### config.mk
export PLATFORM = sky130hd
export DESIGN_NAME = alist_cell
export DESIGN_NICKNAME = d
export VERILOG_FILES = /design/src/rtl/assert_macros.svh /design/src/rtl/alist_pkg.sv /design/src/rtl/alist_cell.sv
export SDC_FILE = /design/constraint.sdc
export NUM_CORES = 1
export LEC_CHECK = 0
export ABC_AREA = 0
export BUFFER_PORTS_ARGS = -buffer_cell sky130_fd_sc_hd__buf_2
export CAP_MARGIN = 5
export CORE_UTILIZATION = 43
export DETAILED_ROUTE_END_ITERATION = 10
export GPL_TIMING_DRIVEN = 0
export PLACE_DENSITY_LB_ADDON = 0.1
export SYNTH_ARGS = -nofsm -noshare
export SYNTH_HDL_FRONTEND = slang
export SYNTH_SLANG_ARGS = --single-unit
### constraint.sdc
create_clock -name clk -period 4.1 [get_ports clk]
set_input_delay 0.41 -clock clk [delete_from_list [all_inputs] [get_ports clk]]
set_output_delay 0.41 -clock clk [all_outputs]
set_load 0.01 [all_outputs]
### src/rtl/assert_macros.svh
// Assertion macros shared by the array list engine RTL.
// Depends on nothing; the using module must have clk and rst_n in scope.
`ifndef ASSERT_MACROS_SVH
`define ASSERT_MACROS_SVH
`ifndef SYNTHESIS
// Checks that a condition holds at every clock edge out of reset.
`define ALE_ASSERT(lbl, prop, msg) \
    lbl: assert property (@(posedge clk) disable iff (!rst_n) (prop)) else $error(msg);
// Checks that a trigger implies a condition in the same cycle.
`define ALE_ASSERT_IMPL(lbl, trig, cond, msg) \
    lbl: assert property (@(posedge clk) disable iff (!rst_n) (trig) |-> (cond)) \
        else $error(msg);
`else
`define ALE_ASSERT(lbl, prop, msg)
`define ALE_ASSERT_IMPL(lbl, trig, cond, msg)
`endif
`endif

### src/rtl/alist_pkg.sv
// Package for the array list engine: opcodes, status codes, states and cell control.
// Depends on nothing.
package alist_pkg;

    typedef enum logic [3:0] {
        OP_CLEAR   = 4'd0,
        OP_APPEND  = 4'd1,
        OP_SHOW    = 4'd2,
        OP_INSERT  = 4'd3,
        OP_DELETE  = 4'd4,
        OP_SEARCH  = 4'd5,
        OP_SORT    = 4'd6,
        OP_REVERSE = 4'd7,
        OP_MINMAX  = 4'd8,
        OP_SUM     = 4'd9
    } op_t;

    localparam logic [2:0] STS_OK       = 3'd0;
    localparam logic [2:0] STS_EMPTY    = 3'd1;
    localparam logic [2:0] STS_FULL     = 3'd2;
    localparam logic [2:0] STS_BADPOS   = 3'd3;
    localparam logic [2:0] STS_NOTFOUND = 3'd4;
    localparam logic [2:0] STS_BADOP    = 3'd5;

    typedef enum logic [2:0] {
        ST_IDLE,
        ST_SORT,
        ST_REV,
        ST_WALK,
        ST_FIN
    } fsm_t;

    typedef enum logic [2:0] {
        CM_HOLD,
        CM_WRITE,
        CM_INSERT,
        CM_DELETE,
        CM_ROT,
        CM_SORT
    } cell_mode_t;

    typedef struct packed {
        cell_mode_t  mode;
        logic [6:0]  lim;
        logic [6:0]  pos;
        logic        phase;
    } cell_ctrl_t;

endpackage

### src/rtl/alist_cell.sv
// One storage cell of the list chain; holds one entry and trades with its neighbors.
// Depends on alist_pkg.
module alist_cell
    import alist_pkg::*;
#(
    parameter int IDX = 0
)
(
    input  logic               clk,
    input  cell_ctrl_t         ctrl,
    input  logic signed [31:0] operand,
    input  logic signed [31:0] left_q,
    input  logic signed [31:0] right_q,
    input  logic signed [31:0] head_q,
    output logic signed [31:0] q
);

    localparam logic [6:0] ID = 7'(IDX);

    logic signed [31:0] q_reg;
    logic signed [31:0] q_next;

    // Choose the next entry from the command shared by the whole chain.
    always_comb
    begin
        q_next = q_reg;
        unique case (ctrl.mode)
            CM_WRITE:
            begin
                if (ID == ctrl.pos)
                    q_next = operand;
            end
            CM_INSERT:
            begin
                if (ID > ctrl.pos)
                    q_next = left_q;
                else if (ID == ctrl.pos)
                    q_next = operand;
            end
            CM_DELETE:
            begin
                if (ID >= ctrl.pos)
                    q_next = right_q;
            end
            CM_ROT:
            begin
                if ((ID + 7'd1) < ctrl.lim)
                    q_next = right_q;
                else if ((ID + 7'd1) == ctrl.lim)
                    q_next = head_q;
            end
            CM_SORT:
            begin
                // Left member of a pair keeps the smaller, right member the larger.
                if ((ID[0] == ctrl.phase) && ((ID + 7'd1) < ctrl.lim))
                begin
                    if (right_q < q_reg)
                        q_next = right_q;
                end
                else if ((ID != 7'd0) && (ID[0] != ctrl.phase) && (ID < ctrl.lim))
                begin
                    if (left_q > q_reg)
                        q_next = left_q;
                end
            end
            default:
            begin
                q_next = q_reg;
            end
        endcase
    end

    always_ff @(posedge clk)
    begin
        q_reg <= q_next;
    end

    assign q = q_reg;

endmodule

Word-level counts from Yosys, hierarchy flattened. Cells that the tools add are included.

Register bits after elaboration: 32. Bits of input ports: 147. Output and inout port bits: 32. Logic and storage cells: 28.

Magnitude comparators: 4. Equality and inequality tests: 10. Mux-type cells: 8. Bitwise operators: 1. Reduce and logical (&&, ||, !) cells: 4.

Operator list (count): 2-to-1 mux 32 bit (7); case mux 32 bit (5 select lines) (1); less-than comparator 32 bit (1); equality test 1 x 7 -> 1 bit, first input constant (1); >= comparator 1 x 7 -> 1 bit, first input constant (1); greater-than comparator 1 x 7 -> 1 bit, first input constant (1); logical NOT 7 bit (1); less-than comparator 1 x 7 -> 1 bit, first input constant (1); equality test 3 x 2 -> 1 bit, second input constant (2); equality test 3 bit, second input constant (2); != test 2 bit, second input constant (3); AND reduction 5 bit (1); nonzero test 5 bit (1); equality test 3 x 1 -> 1 bit, second input constant (1); != test 3 bit, second input constant (1); logical AND 1 bit (1); NOT 1 bit (1).

Depth between registers and ports, before layout.
Depth after elaboration: 4. Depth in mapped cells: 8. Gate-level depth less buffers: 8.

Worst setup path before layout. Ideal clock, no wire load.

Path type: reg-to-reg. Start: reg q_reg[23], in the netlist q[23]. End: reg q_reg[0], in the netlist q[0] (enable). Library setup time: 0.391 ns. Data arrival time: 2.613 ns. Data required time: 3.709 ns. Slack: 1.095 ns. Stages on the path, launching flop included: 8. Buffers on the path: 0. Clock period less this slack: 3.005 ns. Path through: edfxtp_1 inv_1 ha_1 and4_1 and4_1 a221o_1 o41ai_1 a31o_1.

Longest elaborated chain between the ends: 3.

RTL lines: start: declaration (RTL line alist_cell.sv:20) `logic signed [31:0] q_reg;`; start signal: assignment (RTL line alist_cell.sv:75) `q_reg <= q_next;`; less-than comparator 32 bit (RTL line alist_cell.sv:57) `if (right_q < q_reg)`; != test 2 bit (no source line); AND reduction 5 bit (no source line).

Every way passes these cells. A chain may end at the register's enable or synchronous reset.

Final worst setup path.
Start: reg q_reg[5], in the netlist q[5]. End: reg q_reg[16], in the netlist q[16] (enable).

The elaborated chain is that of the path after synthesis.

==> implementation parameters <==
Parameter                              Value

Placement
  Detailed placer's ending HPWL ... 6.40 mm
  Weighted congestion at the end of routability-driven global placement ... 0.883
  Number of I/O port buffers ... 146

Clock tree
  Number of clock sinks ... 32
  CTS tree ... done
  Clock root buffer ... sky130_fd_sc_hd__clkbuf_8
  Total setup buffers inserted after CTS ... 0
  Count of hold buffers inserted by post-cts repair ... 0
  Count of H-tree levels built during CTS ... 2
  Resized Gates After CTS ... 0
  CTS Buf Count ... 5
  Clock latency of the later-clocked register in the worst-skew pair ... 0.29 ns
  Clock-pin slew on the worst setup and hold paths ... 0.08 ns
  Maximum clock insertion buffer count ... 2

Yosys
  Synthesized net count ... 484
  Synthesis Warnings ... 0
  Post-Synthesis Mean Instance Area ... 8.71 um^2
  Instance count of the mapped netlist ... 306
  Share of the synthesized area in the top cell type ... 36.1%
  Mux share of post-synthesis cell area ... 0%
  Post-synthesis async set-or-reset flop share ... 0%
  Synth cell types ... 33
  Flop and latch count out of synthesis ... 32
  Leading cell types by total area after synthesis ... sky130_fd_sc_hd__edfxtp_1 (36%), sky130_fd_sc_hd__ha_1 (15%), sky130_fd_sc_hd__a221o_1 (12%), sky130_fd_sc_hd__nand2_1 (11%), sky130_fd_sc_hd__a21oi_1 (7.9%)
  Cell Area, Synth ... 2670 um^2
  Compound-Gate Fraction of Synth Area ... 26.0%
  Area share of xor/xnor cells in the synthesized design ... 0%
  Prevailing post-synth register cell ... sky130_fd_sc_hd__edfxtp_1
  Combinational family with the most area after synthesis ... compound AO/OA/AOI/OAI gates
  Number of enable flip-flop cells after synthesis ... 32
  Part of the Yosys area used for sequential elements ... 36.1%
  Basic-gate share of the synthesized area counting and, or, nand and nor cells ... 16.5%
  Post-Synth Adder-Cell Area ... 14.6%
  Biggest area consumer among synthesized cells ... sky130_fd_sc_hd__edfxtp_1

Die
  Horiz. Die Dim ... 80.7 um
  Overall die height ... 80.7 um
  Ports ... 179
  Initial Util ... 44.7%
  Standard-cell row count ... 28
  DIE AREA ... 6520 um^2
  Placeable core area ... 5960 um^2

Timing
  Hold Violations, Final ... 0
  Setup total negative slack ... 0 ns
  Unrepaired setup endpoints after global routing ... no
  Largest clock skew in the final design ... 0.0111 ns
  Final Cycle Share ... 78.4%
  Post-layout min period ... 3.22 ns
  Setup violations, final ... 0
  Worst Tran Pin Value ... 0.877 ns
  Maximum clock rate ... 0.311 GHz
  Slew Limit Headroom ... 41.5%
  Final count of pins violating max slew ... 0

Routing
  Length of the first detailed-routing pass in iterations ... 4
  DR iter-0 viols ... 173
  Detailed-route vias per instance ... 5.35
  Post-detailed-route DRC marker count ... 0
  Total via count after detailed routing ... 2860
  Detail Route Antenna Nets ... 0
  Avg WL per Cell ... 15.4 um
  Detailed-route wire length ... 8.26 mm

Layout
  Max FFs per register ... 32
  Register cell area after layout ... 961 um^2
  Layout net count ... 637
  Layout cell share with drive strength beyond 1 ... 35.4%
  Layout filler cell count ... 581
  Most frequent cells in the layout ... sky130_fd_sc_hd__buf_2 (152), sky130_fd_sc_hd__nand2_1 (76), sky130_fd_sc_hd__a21oi_1 (42)
  Synthesis-to-finish area growth ... 34.0%
  Diodes inserted ... 0
  Most common library cell in the layout ignoring fill and taps ... sky130_fd_sc_hd__buf_2
  Final core utilization ... 60.0%
  Area taken by multi-input logic gates ... 1520 um^2

Global route
  Wire length of the first global-routing pass ... 12.3 mm
  Global-route congestion overflow total ... 0
  Number of global-route vias before repair ... 2720
  GRT Util Overall ... 25.1%
  Antenna violations before repair ... 0
  Largest net degree at the start of global routing ... 33

Critical path
  Category of the worst setup path launch point ... flop
  Nature of the critical path endpoint ... flop
  Highest net fanout along the worst path ... 32
  Arrival @ worst endpoint ... 3.13 ns
  WP data required ... 4.01 ns
  Critical Setup Path Class ... reg2reg
  Setup slack on the worst flop-to-flop path ... 0.88 ns

Power
  Power per standard cell area ... 293 nW/um^2
  Worst voltage drop across the vdd grid ... 0.169 mV
  Leak ... 1.81 nW

Min path
  Type of the worst min-delay path ... in2reg

Status
  Status ... complete, no violations

Run
  Number of violations of the max-capacitance limit ... 0
per-stage QoR:
step	total power, mW	area (um^2)	hold WS (ns)	worst slack [ns]	instances
floorplan	0.652	2670	0.624	1.10	306
global placement	0.795	3490	0.709	0.305	527
detailed placement	0.805	3490	0.715	0.829	527
CTS	1.05	3570	0.415	0.907	535
global route	1.11	3570	0.420	0.756	535
finish	1.05	3570	0.412	0.884	535
metal layers:
layer  global-route usage [%]  wire, um  up-vias
li1                         -         -     1444
met1                     33.4      3780     1267
met2                     41.3      3750      137
met3                     4.43       609       12
met4                     7.86       117        0
met5                        0         0        -
final cells by class:
class	instances	area share, %
multi-input combinational	227	42.6
sequential	32	26.9
timing repair buffer	146	20.5
inverter	31	3.26
tap	75	2.63
clock buffer	5	1.93
buffer	16	1.89
clock inverter	3	0.385
power breakdown:
part           leakage [nW]  total (mW)  internal, mW  switching, mW
logic                  1.45       0.350         0.167          0.183
clock network        0.0453       0.247         0.115          0.131
registers             0.313       0.450         0.418         0.0313
total                  1.81        1.05         0.700          0.346
synthesized netlist by cell type (2+ instances only):
cell                        n
sky130_fd_sc_hd__nand2_1   76
sky130_fd_sc_hd__a21oi_1   42
sky130_fd_sc_hd__a221o_1   33
sky130_fd_sc_hd__edfxtp_1  32
sky130_fd_sc_hd__ha_1      31
sky130_fd_sc_hd__inv_1     31
sky130_fd_sc_hd__clkbuf_1  10
sky130_fd_sc_hd__buf_2      6
sky130_fd_sc_hd__nor2_1     6
sky130_fd_sc_hd__and4_1     4
sky130_fd_sc_hd__nand3_1    4
sky130_fd_sc_hd__a21o_1     3
sky130_fd_sc_hd__nor3_1     3
sky130_fd_sc_hd__o21ai_0    3
sky130_fd_sc_hd__and2_1     2
sky130_fd_sc_hd__nand2b_1   2
sky130_fd_sc_hd__nor4_1     2
worst max-delay path: stages, from the launching register on:
cell	delay (ns)
sky130_fd_sc_hd__edfxtp_1	0.43
sky130_fd_sc_hd__inv_1	0.08
sky130_fd_sc_hd__ha_1	0.23
sky130_fd_sc_hd__a21o_1	0.18
sky130_fd_sc_hd__a221oi_1	0.26
sky130_fd_sc_hd__a2bb2oi_1	0.23
sky130_fd_sc_hd__a31oi_1	0.14
sky130_fd_sc_hd__o41ai_1	0.48
sky130_fd_sc_hd__a31o_2	0.81
logic make-up (layout without fill, tap and decap cells):
group / count (synthesis) / after routing
flops: 32 / 32
buf+inv: 47 / 201
simple gates: 102 / 102
compound gates: 94 / 94
fa+ha+maj: 31 / 31
final timing paths:
kind | endpoint | startpoint | depth (start not counted)
setup reg to reg | q[16]$_DFFE_PP_ | q[5]$_DFFE_PP_ | 8
hold reg to reg | q[23]$_DFFE_PP_ | q[23]$_DFFE_PP_ | 3
setup / recovery | q[16]$_DFFE_PP_ | q[5]$_DFFE_PP_ | 8
hold / removal | q[5]$_DFFE_PP_ | head_q[5] | 2
Power figures use the tool's default switching activity.
